### src/hw/rtl/spmv_pkg.sv
`default_nettype none
// ----------------------------------------------------------------------------
// spmv_pkg
// Shared widths, codes and types of the CSR sparse matrix-vector engine.
// ----------------------------------------------------------------------------
package spmv_pkg;

  localparam int unsigned VECTOR_DEPTH_DEF   = 4096;
  localparam int unsigned ROW_COUNT_BITS_DEF = 16;

  localparam int unsigned DATA_W    = 32;
  localparam int unsigned INDEX_W   = 13;
  localparam int unsigned MODE_W    = 2;
  localparam int unsigned ROW_NUM_W = 16;
  localparam int unsigned ACC_W     = 64;
  localparam int unsigned CFG_IDX_W = 2;

  localparam int unsigned IN_DATA_W  = 80;  // 13 + 32 + 32 bits, padded to bytes
  localparam int unsigned OUT_DATA_W = 56;  // 16 + 32 + 1 + 1 bits, padded to bytes

  localparam logic [MODE_W-1:0] MODE_LOAD    = 2'd0;
  localparam logic [MODE_W-1:0] MODE_NONZERO = 2'd1;
  localparam logic [MODE_W-1:0] MODE_EMPTY   = 2'd2;

  localparam logic [CFG_IDX_W-1:0] REG_ALPHA  = 2'd0;
  localparam logic [CFG_IDX_W-1:0] REG_BETA   = 2'd1;
  localparam logic [CFG_IDX_W-1:0] REG_OFFSET = 2'd2;
  localparam logic [CFG_IDX_W-1:0] REG_BASE   = 2'd3;

  typedef struct packed {
    logic              add;    // product goes into the accumulator
    logic              bad;    // column outside the store
    logic              close;  // item ends the row
    logic [DATA_W-1:0] value;
    logic [DATA_W-1:0] addend;
  } nz_item_t;

  typedef struct packed {
    logic [ACC_W-1:0]     acc;
    logic                 sat;
    logic                 bad;
    logic [DATA_W-1:0]    addend;
    logic [ROW_NUM_W-1:0] row_num;
  } row_close_t;

endpackage : spmv_pkg
`default_nettype wire

### src/hw/rtl/spmv_finish.sv
`default_nettype none
// ----------------------------------------------------------------------------
// spmv_finish
// Row epilogue: alpha*sum + beta*y + gamma on one shared 33x33 multiplier,
// clamp to Q16.16, and the result output register.
// ----------------------------------------------------------------------------
module spmv_finish
  import spmv_pkg::*;
(
  input  wire logic                  clk,
  input  wire logic                  rst_n,
  input  wire logic                  start,
  input  wire row_close_t            info,
  input  wire logic [DATA_W-1:0]     alpha_gain,
  input  wire logic [DATA_W-1:0]     beta_gain,
  input  wire logic [DATA_W-1:0]     offset_term,
  output logic                       busy,
  output logic                       out_valid,
  input  wire logic                  out_ready,
  output logic      [OUT_DATA_W-1:0] out_data
);

  localparam int unsigned MUL_W = DATA_W + 1;
  localparam int unsigned PRD_W = 2 * MUL_W;

  typedef enum logic [5:0] {
    FS_IDLE = 6'b000001,
    FS_BETA = 6'b000010,
    FS_LO   = 6'b000100,
    FS_HI   = 6'b001000,
    FS_ADD  = 6'b010000,
    FS_OUT  = 6'b100000
  } fin_state_t;

  fin_state_t              state_r, state_nxt;
  row_close_t              info_r;
  logic signed [MUL_W-1:0] mul_a, mul_b;
  logic signed [PRD_W-1:0] prod_r;
  logic signed [PRD_W-1:0] sum_r, sum_nxt, addend;
  logic                    fits;
  logic [DATA_W-1:0]       result;
  logic                    out_load;
  logic                    out_valid_r;
  logic [OUT_DATA_W-1:0]   out_data_r;

  always_comb begin
    mul_a = '0;
    mul_b = '0;
    case (state_r)
      FS_BETA: begin
        mul_a = {beta_gain[DATA_W-1], beta_gain};
        mul_b = {info_r.addend[DATA_W-1], info_r.addend};
      end
      FS_LO: begin
        mul_a = {alpha_gain[DATA_W-1], alpha_gain};
        mul_b = {1'b0, info_r.acc[DATA_W-1:0]};
      end
      FS_HI: begin
        mul_a = {alpha_gain[DATA_W-1], alpha_gain};
        mul_b = {info_r.acc[ACC_W-1], info_r.acc[ACC_W-1:DATA_W]};
      end
      default: begin
        mul_a = '0;
        mul_b = '0;
      end
    endcase
  end

  always_ff @(posedge clk) begin
    prod_r <= mul_a * mul_b;
  end

  always_comb begin
    case (state_r)
      FS_LO:   addend = prod_r >>> 16;
      FS_HI:   addend = prod_r >>> 32;
      FS_ADD:  addend = prod_r;
      default: addend = '0;
    endcase
    if (start) begin
      sum_nxt = PRD_W'($signed(offset_term));
    end else begin
      sum_nxt = sum_r + addend;
    end
  end

  always_ff @(posedge clk) begin
    sum_r <= sum_nxt;
    if (start) begin
      info_r <= info;
    end
  end

  assign fits   = (&sum_r[PRD_W-1:DATA_W-1]) || !(|sum_r[PRD_W-1:DATA_W-1]);
  assign result = fits ? sum_r[DATA_W-1:0]
                : (sum_r[PRD_W-1] ? {1'b1, {(DATA_W-1){1'b0}}} : {1'b0, {(DATA_W-1){1'b1}}});
  assign out_load = (state_r == FS_OUT) && (!out_valid_r || out_ready);

  always_comb begin
    state_nxt = state_r;
    case (state_r)
      FS_IDLE: if (start) state_nxt = FS_BETA;
      FS_BETA: state_nxt = FS_LO;
      FS_LO:   state_nxt = FS_HI;
      FS_HI:   state_nxt = FS_ADD;
      FS_ADD:  state_nxt = FS_OUT;
      FS_OUT:  if (out_load) state_nxt = FS_IDLE;
      default: state_nxt = FS_IDLE;
    endcase
  end

  always_ff @(posedge clk) begin
    if (!rst_n) begin
      state_r     <= FS_IDLE;
      out_valid_r <= 1'b0;
    end else begin
      state_r <= state_nxt;
      if (out_load) begin
        out_valid_r <= 1'b1;
      end else if (out_ready) begin
        out_valid_r <= 1'b0;
      end
    end
  end

  always_ff @(posedge clk) begin
    if (out_load) begin
      out_data_r <= {(OUT_DATA_W - ROW_NUM_W - DATA_W - 2)'(0), info_r.bad,
                     info_r.sat || !fits, result, info_r.row_num};
    end
  end

  assign busy      = (state_r != FS_IDLE);
  assign out_valid = out_valid_r;
  assign out_data  = out_data_r;

endmodule : spmv_finish
`default_nettype wire

### config.mk
export PLATFORM = sky130hd
export DESIGN_NAME = spmv_finish
export DESIGN_NICKNAME = d
export VERILOG_FILES = /design/src/hw/rtl/spmv_pkg.sv /design/src/hw/rtl/spmv_finish.sv
export SDC_FILE = /design/constraint.sdc
export NUM_CORES = 2
export LEC_CHECK = 0
export ABC_AREA = 0
export BUFFER_PORTS_ARGS = -buffer_cell sky130_fd_sc_hd__buf_2
export CAP_MARGIN = 20
export CORE_UTILIZATION = 45
export CTS_CLUSTER_DIAMETER = 60
export DETAILED_ROUTE_END_ITERATION = 8
export GPL_TIMING_DRIVEN = 0
export PLACE_DENSITY_LB_ADDON = 0.3
export SYNTH_ARGS = -nofsm -noshare
export SYNTH_HDL_FRONTEND = slang
export SYNTH_SLANG_ARGS = --single-unit
### constraint.sdc
create_clock -name clk -period 13.09 [get_ports clk]
set_input_delay 1.9635 -clock clk [delete_from_list [all_inputs] [get_ports clk]]
set_output_delay 1.9635 -clock clk [all_outputs]
set_load 0.01 [all_outputs]
==> flow_metrics.py <==
metrics = {
    "status": {
        "status": "complete, but fails checks",
        "violations": "design-rule violations, max-slew violations",
    },
    "cts": {
        "cts_root_buf": "clkbuf_16",
        "cts_tree": "built",
        "clock_latency_ns": 0.65,
        "clkTransAtPathRegs_ns": 0.07,
        "cts_sinks": 303,
        "cts_made_buffers": 31,
        "htreeDepth": 1,
        "ctsHoldBuffers": 0,
        "cts_buffer_depth": 3,
    },
    "synth": {
        "synth_cell_types": 73,
        "synth.ff_latch_count": 303,
        "synth_area_um2": 51600,
        "synthFlopType": "edfxtp_1",
        "synth_cells": 5519,
        "synth_async_sr_flop_share": 0,
        "synth_warnings": 0,
        "synth_edf_count": 164,
        "synth-seq-area-share": 0.1494,
        "syn_avg_cell_area_um2": 9.349,
    },
    "placed_design": {
        "numPortBuffers": 265,
        "place_area_um2": 55370,
        "gp_congestion": 1.065,
        "hpwl_um": 176900,
        "placed_cells": 7333,
    },
    "pwr": {
        "worst_ir_drop_vdd_v": 0.00009617,
        "cellPowerDensity_nw_per_um2": 44.49,
        "p_leak_nw": 27.95,
    },
    "timing": {
        "fmax_mhz": 78.30,
        "period_share": 0.9757,
        "skew_ns": 0.06362,
        "period_needed_ns": 12.77,
        "hold_slack_ns": 0.4179,
        "tightest_slew_ns": 1.560,
        "rsz0062_at_grt": "no",
        "hold_viol": 0,
        "max_slew_margin": -0.04023,
        "drv_slew": 13,
        "finalSetupViolations": 0,
    },
    "route": {
        "avgViaCountPerCell": 5.801,
        "vias": 42940,
        "drc": 9,
        "finalWirelength_um": 210700,
        "wl_per_cell_um": 28.46,
        "drtPass1Iterations": 9,
        "drt_iter0_drc": 5119,
        "drtAntennaViolNets": 0,
    },
    "layout": {
        "nets": 7491,
        "drive_gt1_frac": 0.07648,
        "syn_to_final_growth_pct": 9.465,
        "instances_no_fill": 7402,
        "utilization": 0.4993,
        "final_area_um2": 56480,
    },
    "setup_path": {
        "worstPathMaxFanout": 10,
        "criticalPathCategory": "flop to flop",
        "crit_required_ns": 13.61,
        "crit_top_cell": "fa_1",
        "crit_slowest_cell": "clkbuf_1",
        "max_stage_delay_ns": 0.90,
        "worstPathArrival_ns": 13.29,
        "critPathLaunchType": "flop",
        "end_kind": "flop",
    },
    "floorplanning": {
        "die-height_um": 340.6,
        "core_area_um2": 113100,
        "rows": 123,
        "die_w_um": 340.6,
        "die-area_um2": 116000,
        "start_util": 0.4561,
        "ioPinCount": 272,
    },
    "global_route": {
        "grt_pass1_wl_um": 300200,
        "antenna_found_initial": 13,
        "grt_usage": 0.3645,
        "grt_pass1_vias": 43640,
        "grt_overflow": 0,
        "grt_max_degree": 87,
    },
    "run": {
        "cap_violations": 0,
    },
    "min_path": {
        "min_path_type": "flop to flop",
    },
}
==> layout make-up <==
class,count,area (um^2)
diodes,5,12.51
plain buffers,297,1186
clock buffers,33,793.3
clock inverters,25,195.2
fillers,10780,56640
inverters,1154,4332
multi-input cells,3770,38460
flip-flops and latches,303,7707
well taps,1500,1877
repair buffers,315,1919
==> sequential cells by signal, summed over array words and instances (netlist names) <==
| register | count |
|---|---|
| state_r | 6 |
| out_data | 50 |
| prod_r | 66 |
| info_r | 114 |
| out_valid | 1 |
| sum_r | 66 |
==> cell families (layout without fill, tap and decap cells) <==
logic type      after synthesis  count (layout)  share of synthesized area
simple gates               1513            1513                     0.1219
other cells                   1              11                 0.00007268
buf+inv                    1451            1824                     0.1069
mux                           4               4                  0.0008487
compound gates              715             715                    0.09518
fa+ha+maj                  1405            1405                     0.5041
flops                       303             303                     0.1494
xor+xnor                    127             127                    0.02156
==> repair_timing <==
item                       4_1_cts  5_1_grt
setup buffers                    0        0
setup endpoints to repair        0       10
resized for setup                0        4
==> Yosys cell counts (38+ instances only) <==
library cell	count	area (um^2)
a222oi_1	42	420.4
fa_1	1123	22480
o21ai_0	132	660.6
a21oi_1	157	785.8
a22oi_1	56	420.4
a21o_1	125	938.4
inv_1	1153	4328
dfxtp_1	139	2783
xnor2_1	85	744.5
ha_1	282	3528
buf_2	38	190.2
edfxtp_1	164	4925
nand4_1	43	269.0
xor2_1	42	367.9
nor2_1	631	2369
nand2_1	628	2357
clkbuf_1	243	912.1
==> critical path, delay by kind of cell (launching register included) <==
family | cells | cell delay [ns]
AO/OA/AOI/OAI | 6 | 1.91
XOR/XNOR | 1 | 0.17
adder cells (fa/ha/maj) | 9 | 4.31
buffers and inverters | 9 | 2.89
flip-flops | 1 | 0.33
AND/OR/NAND/NOR | 8 | 2.97
==> stage by stage <==
step                      setup WS, ns  TNS, ns  power (mW)
after floorplan                  3.534        0       1.362
after global placement         -0.3959   -1.736       1.612
after detailed placement       0.07404        0       1.625
after CTS                      0.08666        0       2.498
after global routing            0.1359        0       2.583
final                           0.3185        0       2.513
==> final timing paths <==
check | start | end | slack, ns | cells past startpoint
max reg2reg | state_r[5] | prod_r[58] | 0.32 | 33
min reg2reg | info_r[12] | out_data[12] | 0.42 | 0
max | state_r[5] | prod_r[58] | 0.32 | 33
min | info_r[12] | out_data[12] | 0.42 | 0
==> layer usage <==
metal	global-route usage	share of wire	vias up
met5	0.001634	0.00050	-
met4	0.2005	0.067	14
met3	0.1253	0.14	648
met2	0.5359	0.42	2845
met1	0.4714	0.37	21710
li1	-	-	17720
==> placed cells by master (no fill, tap or decap), drive strengths merged, types with 25 or more instances in the layout <==
cell type	netlist	routed
a21o	125	125
a21oi	157	157
a222oi	42	42
a22o	33	33
a22oi	56	56
and2	27	27
buf	54	369
clkbuf	243	276
dfxtp	139	139
edfxtp	164	164
fa	1123	1123
ha	282	282
inv	1153	1162
nand2	628	628
nand2b	30	30
nand3	36	36
nand4	43	43
nor2	631	631
o21ai	139	139
o21bai	25	25
xnor2	85	85
xor2	42	42
==> power breakdown <==
part           total [mW]  internal [mW]  switching [mW]
clock               0.879          0.450           0.429
sequential           1.11           1.07          0.0471
combinational       0.521          0.151           0.370
total                2.51           1.67           0.846
No activity file was read; power rests on OpenSTA's default activity.
