===== src/hw/rtl/spmv_pkg.sv =====
`default_nettype none
// ----------------------------------------------------------------------------
// spmv_pkg
// Shared widths, codes and types of the CSR sparse matrix-vector engine.
// ----------------------------------------------------------------------------
package spmv_pkg;

  localparam int unsigned VECTOR_DEPTH_DEF   = 4096;
  localparam int unsigned ROW_COUNT_BITS_DEF = 16;

  localparam int unsigned DATA_W    = 32;
  localparam int unsigned INDEX_W   = 13;
  localparam int unsigned MODE_W    = 2;
  localparam int unsigned ROW_NUM_W = 16;
  localparam int unsigned ACC_W     = 64;
  localparam int unsigned CFG_IDX_W = 2;

  localparam int unsigned IN_DATA_W  = 80;  // 13 + 32 + 32 bits, padded to bytes
  localparam int unsigned OUT_DATA_W = 56;  // 16 + 32 + 1 + 1 bits, padded to bytes

  localparam logic [MODE_W-1:0] MODE_LOAD    = 2'd0;
  localparam logic [MODE_W-1:0] MODE_NONZERO = 2'd1;
  localparam logic [MODE_W-1:0] MODE_EMPTY   = 2'd2;

  localparam logic [CFG_IDX_W-1:0] REG_ALPHA  = 2'd0;
  localparam logic [CFG_IDX_W-1:0] REG_BETA   = 2'd1;
  localparam logic [CFG_IDX_W-1:0] REG_OFFSET = 2'd2;
  localparam logic [CFG_IDX_W-1:0] REG_BASE   = 2'd3;

  typedef struct packed {
    logic              add;    // product goes into the accumulator
    logic              bad;    // column outside the store
    logic              close;  // item ends the row
    logic [DATA_W-1:0] value;
    logic [DATA_W-1:0] addend;
  } nz_item_t;

  typedef struct packed {
    logic [ACC_W-1:0]     acc;
    logic                 sat;
    logic                 bad;
    logic [DATA_W-1:0]    addend;
    logic [ROW_NUM_W-1:0] row_num;
  } row_close_t;

endpackage : spmv_pkg
`default_nettype wire


===== src/hw/rtl/spmv_mac.sv =====
`default_nettype none
// ----------------------------------------------------------------------------
// spmv_mac
// Nonzero pipeline: multiply by the vector entry, saturating row accumulate,
// row counter, and hand-off of each closed row.
// ----------------------------------------------------------------------------
module spmv_mac
  import spmv_pkg::*;
#(
  parameter int unsigned ROW_COUNT_BITS = ROW_COUNT_BITS_DEF
) (
  input  wire logic              clk,
  input  wire logic              rst_n,
  input  wire logic              item_valid,
  input  wire nz_item_t          item,
  input  wire logic [DATA_W-1:0] vec_data,
  output logic                   close_pending,
  output logic                   close_valid,
  output row_close_t             close_info
);

  logic                      s1_v_r;
  nz_item_t                  s1_item_r;
  logic                      s2_v_r;
  nz_item_t                  s2_item_r;
  logic signed [ACC_W-1:0]   s2_prod_r;
  logic signed [ACC_W-1:0]   prod_nxt;

  logic signed [ACC_W-1:0]   acc_r, acc_nxt;
  logic                      sat_r, sat_nxt;
  logic                      bad_r, bad_nxt;
  logic [ROW_COUNT_BITS-1:0] row_ctr_r;

  logic signed [ACC_W:0]     sum_wide;
  logic                      ovf_pos, ovf_neg;

  assign prod_nxt = $signed(s1_item_r.value) * $signed(vec_data);

  always_ff @(posedge clk) begin
    if (!rst_n) begin
      s1_v_r <= 1'b0;
      s2_v_r <= 1'b0;
    end else begin
      s1_v_r <= item_valid;
      s2_v_r <= s1_v_r;
    end
  end

  always_ff @(posedge clk) begin
    s1_item_r <= item;
    s2_item_r <= s1_item_r;
    s2_prod_r <= prod_nxt;
  end

  always_comb begin
    sum_wide = {acc_r[ACC_W-1], acc_r} + {s2_prod_r[ACC_W-1], s2_prod_r};
    ovf_pos  = !sum_wide[ACC_W] && sum_wide[ACC_W-1];
    ovf_neg  = sum_wide[ACC_W] && !sum_wide[ACC_W-1];
    acc_nxt  = acc_r;
    sat_nxt  = sat_r;
    bad_nxt  = bad_r || s2_item_r.bad;
    if (s2_item_r.add) begin
      if (ovf_pos) begin
        acc_nxt = {1'b0, {(ACC_W-1){1'b1}}};
        sat_nxt = 1'b1;
      end else if (ovf_neg) begin
        acc_nxt = {1'b1, {(ACC_W-1){1'b0}}};
        sat_nxt = 1'b1;
      end else begin
        acc_nxt = sum_wide[ACC_W-1:0];
      end
    end
  end

  always_ff @(posedge clk) begin
    if (!rst_n) begin
      acc_r     <= '0;
      sat_r     <= 1'b0;
      bad_r     <= 1'b0;
      row_ctr_r <= '0;
    end else if (s2_v_r) begin
      if (s2_item_r.close) begin
        acc_r     <= '0;
        sat_r     <= 1'b0;
        bad_r     <= 1'b0;
        row_ctr_r <= row_ctr_r + 1'b1;
      end else begin
        acc_r <= acc_nxt;
        sat_r <= sat_nxt;
        bad_r <= bad_nxt;
      end
    end
  end

  assign close_pending      = (s1_v_r && s1_item_r.close) || (s2_v_r && s2_item_r.close);
  assign close_valid        = s2_v_r && s2_item_r.close;
  assign close_info.acc     = acc_nxt;
  assign close_info.sat     = sat_nxt;
  assign close_info.bad     = bad_nxt;
  assign close_info.addend  = s2_item_r.addend;
  assign close_info.row_num = ROW_NUM_W'(row_ctr_r);

endmodule : spmv_mac
`default_nettype wire


===== config.mk =====
export PLATFORM = sky130hd
export DESIGN_NAME = spmv_mac
export DESIGN_NICKNAME = d
export VERILOG_FILES = /design/src/hw/rtl/spmv_pkg.sv /design/src/hw/rtl/spmv_mac.sv
export SDC_FILE = /design/constraint.sdc
export NUM_CORES = 2
export LEC_CHECK = 0
export BUFFER_PORTS_ARGS = -buffer_cell sky130_fd_sc_hd__buf_2
export CAP_MARGIN = 20
export CORE_AREA = 2 2 329 331
export DETAILED_ROUTE_END_ITERATION = 12
export DIE_AREA = 0 0 331 333
export PLACE_DENSITY_LB_ADDON = 0.1
export SYNTH_ARGS = -nofsm -noshare
export SYNTH_HDL_FRONTEND = slang
export SYNTH_SLANG_ARGS = --single-unit

===== constraint.sdc =====
create_clock -name clk -period 18.9 [get_ports clk]
set_input_delay 2.835 -clock clk [delete_from_list [all_inputs] [get_ports clk]]
set_output_delay 2.835 -clock clk [all_outputs]
set_load 0.02 [all_outputs]

==> results.md <==
- Run status: finished clean
- Post-Synthesis Cells: 5220
- DIE HEIGHT: 333 um
- Worst path setup slack after routing: 8.46 ns
- Top-Level Pins: 218
- Remaining antenna violation count: 0
- Sum of met2 wire segment lengths after detailed routing: 68000 um
- Area enclosed by the die boundary: 110000 um^2
- Antenna violations before repair: 6
- PortBufs: 217
- Fillcell total: 10400
- Area leader, netlist: sky130_fd_sc_hd__fa_1
- Critical path type: in2reg
- Post-placement cell count: 6571
- Share of post-route cells with drive strength above 1: 7.01%
- Yosys reg bits: 250
- Effective utilization at floorplan: 44.9%
- Pre-CTS setup slack: 7.75 ns
- Number of levels in the clock H-tree: 1
- Count of cells resized by post-cts repair: 0
- Relative slew slack: 26.2%
- Share of the synthesized area in the top cell type: 45.3%
- Cell Area, Synth: 47800 um^2
- Critical Path Source Type: input pin
- Clock transition at the register clock pins on the worst setup and hold paths after CTS: 0.07 ns
- # DRC: 0
- Final slew viol count: 0
- Global-route usage over all layers: 25.7%
- Global-route wire length before repair: 220000 um
- Synth cell count leaders: sky130_fd_sc_hd__fa_1, sky130_fd_sc_hd__inv_1, sky130_fd_sc_hd__nand2_1, sky130_fd_sc_hd__and2_1, sky130_fd_sc_hd__dfxtp_1
- Most frequently used flop master after synthesis: sky130_fd_sc_hd__dfxtp_1
- Worst endpoint required time: 19.45 ns
- Mean cell area of the mapped netlist: 9.16 um^2
- Final nets: 6635
- Number of search-and-repair iterations in the first detailed-routing pass: 5
- Met3 Wirelength: 6540 um
- Master cell of the clock root buffer: sky130_fd_sc_hd__clkbuf_16
- Register area: 5020 um^2
- Number of sinks handled by clock tree synthesis: 250
- Top cells by area in the synthesized netlist: sky130_fd_sc_hd__fa_1, sky130_fd_sc_hd__dfxtp_1, sky130_fd_sc_hd__inv_1, sky130_fd_sc_hd__and2_1, sky130_fd_sc_hd__ha_1
- Number of synthesized flops with an enable pin: 0
- Post-route clock skew: 0.0336 ns
- Type of destination of the critical path: flip-flop
- Synth warn: 0
- Cell row count: 120
- Die Width: 331 um
- Hold_buf cts: 0
- CTS Buffer Depth: 3
- Post-CTS setup buffer count: 0
- Area of the multi-input gates: 37700 um^2
- Starting DRC count in detailed routing: 1967
- Ratio of routed vias to standard cells: 5.26
- Source-to-sink clock delay at the later pin of the worst-skew pair: 0.65 ns
- Total wirelength of the detailed-routed design: 136000 um
- Core Box Area: 107000 um^2
- Fraction of registers with async set or reset after synthesis: 0%
- Hold WC Path Type: reg2reg
- Number of distinct library cells after synthesis: 94
- Share of the clock period used by the worst path after layout: 55.3%
- Total vias in the final route: 34900
- Clock period minus final worst setup slack: 10.44 ns
- Area growth from synthesis to layout: 5.99%
- Global-route congestion overflow total: 0
- Proportion of synthesized chip area in sequential cells: 10.5%
- Via count of the first global-routing pass: 38100
- Slew of the pin with the lowest slew margin: 1.10 ns
- Synthesized net count: 6654
- Worst-path maximum fanout: 32
- R2R Setup Slk: 10.54 ns
- Pin count of the biggest net entering global routing: 72
- Count of non-filler cells in the finished layout: 6628
- Total CTS buffers: 31
- Per-cell routed wire length: 20.5 um
- Max layer used: met5
- Detailed-routing wirelength on met1: 57700 um
- Setup repair after global routing missed its margin: false
- Peak Freq: 0.0958 GHz
- Number of endpoints failing setup at the final stage: 0
- TritonCTS clock tree: yes
- Hold violation total from the final report: 0
- Setup_tns: 0 ns
- Max capacitance violation total: 0
- Most numerous cell in the Yosys netlist: sky130_fd_sc_hd__fa_1
- Routability-driven placement congestion ratio: 0.901
- Post-DP HPWL: 106000 um
- CP Data Arrival Time: 10.99 ns
==> final cells by class <==
class	count	share of cell area [%]
Multi-Input combinational cell	3667	74.4
Inverter	993	7.35
Clock inverter	16	0.390
Timing Repair Buffer	258	2.75
Antenna cell	1	0.00494
Clock buffer	40	1.70
Sequential cell	250	9.91
Tap cell	1403	3.46
==> registers in the layout, indices dropped and copies added (netlist names) <==
register	flops
s1_item_r	67
acc_r	64
s2_prod_r	64
close_info	32
row_ctr_r	16
s2_item_r	3
bad_r	1
s1_v_r	1
s2_v_r	1
sat_r	1
==> kinds of logic (layout without fill, tap and decap cells) <==
family | Yosys count | in the layout | synth area share (%)
AND/OR/NAND/NOR | 1569 | 1569 | 16.2
other | 0 | 1 | 0
adder cells (fa/ha/maj) | 1332 | 1332 | 51.8
multiplexers | 4 | 4 | 0.0890
flip-flops | 250 | 250 | 10.5
AO/OA/AOI/OAI | 629 | 629 | 8.34
buffers and inverters | 1303 | 1307 | 10.7
XOR/XNOR | 133 | 133 | 2.44
==> layer usage <==
metal  vias up  global-route usage [%]
li1      15700                       -
met5         -                       0
met3       152                    2.69
met2       898                    45.1
met1     18100                    34.0
met4         6                    6.25
==> layout by cell type, fill, tap and decap left out, types with 8 or more instances in the layout <==
cell	count
sky130_fd_sc_hd__nor3_1	25
sky130_fd_sc_hd__or3_1	9
sky130_fd_sc_hd__o31ai_1	21
sky130_fd_sc_hd__nand4_1	27
sky130_fd_sc_hd__a21o_1	53
sky130_fd_sc_hd__o21bai_1	25
sky130_fd_sc_hd__nand3_1	37
sky130_fd_sc_hd__ha_1	249
sky130_fd_sc_hd__o211ai_1	8
sky130_fd_sc_hd__o21ai_0	111
sky130_fd_sc_hd__nor2b_1	19
sky130_fd_sc_hd__clkbuf_16	31
sky130_fd_sc_hd__a211oi_1	16
sky130_fd_sc_hd__o21a_1	18
sky130_fd_sc_hd__a21oi_1	236
sky130_fd_sc_hd__and2_1	538
sky130_fd_sc_hd__inv_1	992
sky130_fd_sc_hd__nand2_1	664
sky130_fd_sc_hd__buf_4	41
sky130_fd_sc_hd__xnor2_1	96
sky130_fd_sc_hd__dfxtp_2	10
sky130_fd_sc_hd__dfxtp_1	239
sky130_fd_sc_hd__and3_1	10
sky130_fd_sc_hd__a31oi_1	20
sky130_fd_sc_hd__fa_1	1083
sky130_fd_sc_hd__xor2_1	37
sky130_fd_sc_hd__nand2b_1	17
sky130_fd_sc_hd__nor2_1	180
sky130_fd_sc_hd__o21ai_1	19
sky130_fd_sc_hd__buf_2	217
==> worst max-delay path, cell delays in order <==
cell and delay [ns]:
sky130_fd_sc_hd__buf_2 0.62, sky130_fd_sc_hd__and2_1 0.25, sky130_fd_sc_hd__fa_1 0.42, sky130_fd_sc_hd__inv_1 0.24, sky130_fd_sc_hd__fa_1 0.46, sky130_fd_sc_hd__inv_1 0.21, sky130_fd_sc_hd__fa_1 0.50, sky130_fd_sc_hd__fa_1 0.83
sky130_fd_sc_hd__inv_1 0.39, sky130_fd_sc_hd__fa_1 0.58, sky130_fd_sc_hd__inv_1 0.05, sky130_fd_sc_hd__fa_1 0.49, sky130_fd_sc_hd__fa_1 0.49, sky130_fd_sc_hd__inv_1 0.05, sky130_fd_sc_hd__fa_1 0.50, sky130_fd_sc_hd__inv_1 0.04
sky130_fd_sc_hd__ha_1 0.40, sky130_fd_sc_hd__nand4_1 0.17, sky130_fd_sc_hd__or3_1 0.35, sky130_fd_sc_hd__a211oi_2 0.23, sky130_fd_sc_hd__o21ai_1 0.14, sky130_fd_sc_hd__a31oi_1 0.33, sky130_fd_sc_hd__o211ai_1 0.12, sky130_fd_sc_hd__a211o_1 0.27
==> worst paths after layout <==
path,start,endpoint,depth (start not counted)
worst max-delay path,vec_data[7],s2_prod_r[63],24
worst min-delay path,s1_item_r[10],close_info[26],0
worst max register to register,s1_item_r[63],s2_prod_r[63],25
worst min register to register,s1_item_r[10],close_info[26],0
==> stage by stage <==
stage	instance area [um^2]	util, %	hold slack, ns
2_1_floorplan	47800	-	0.310
3_3_place_gp	49600	46.6	0.310
3_5_place_dp	49600	46.6	0.312
4_1_cts	50700	47.5	0.324
5_1_grt	50700	47.6	0.329
6_report	50700	47.6	0.317
Power is not shown: default switching activity piles up to over one toggle a cycle in this logic, so the estimate is an artifact.
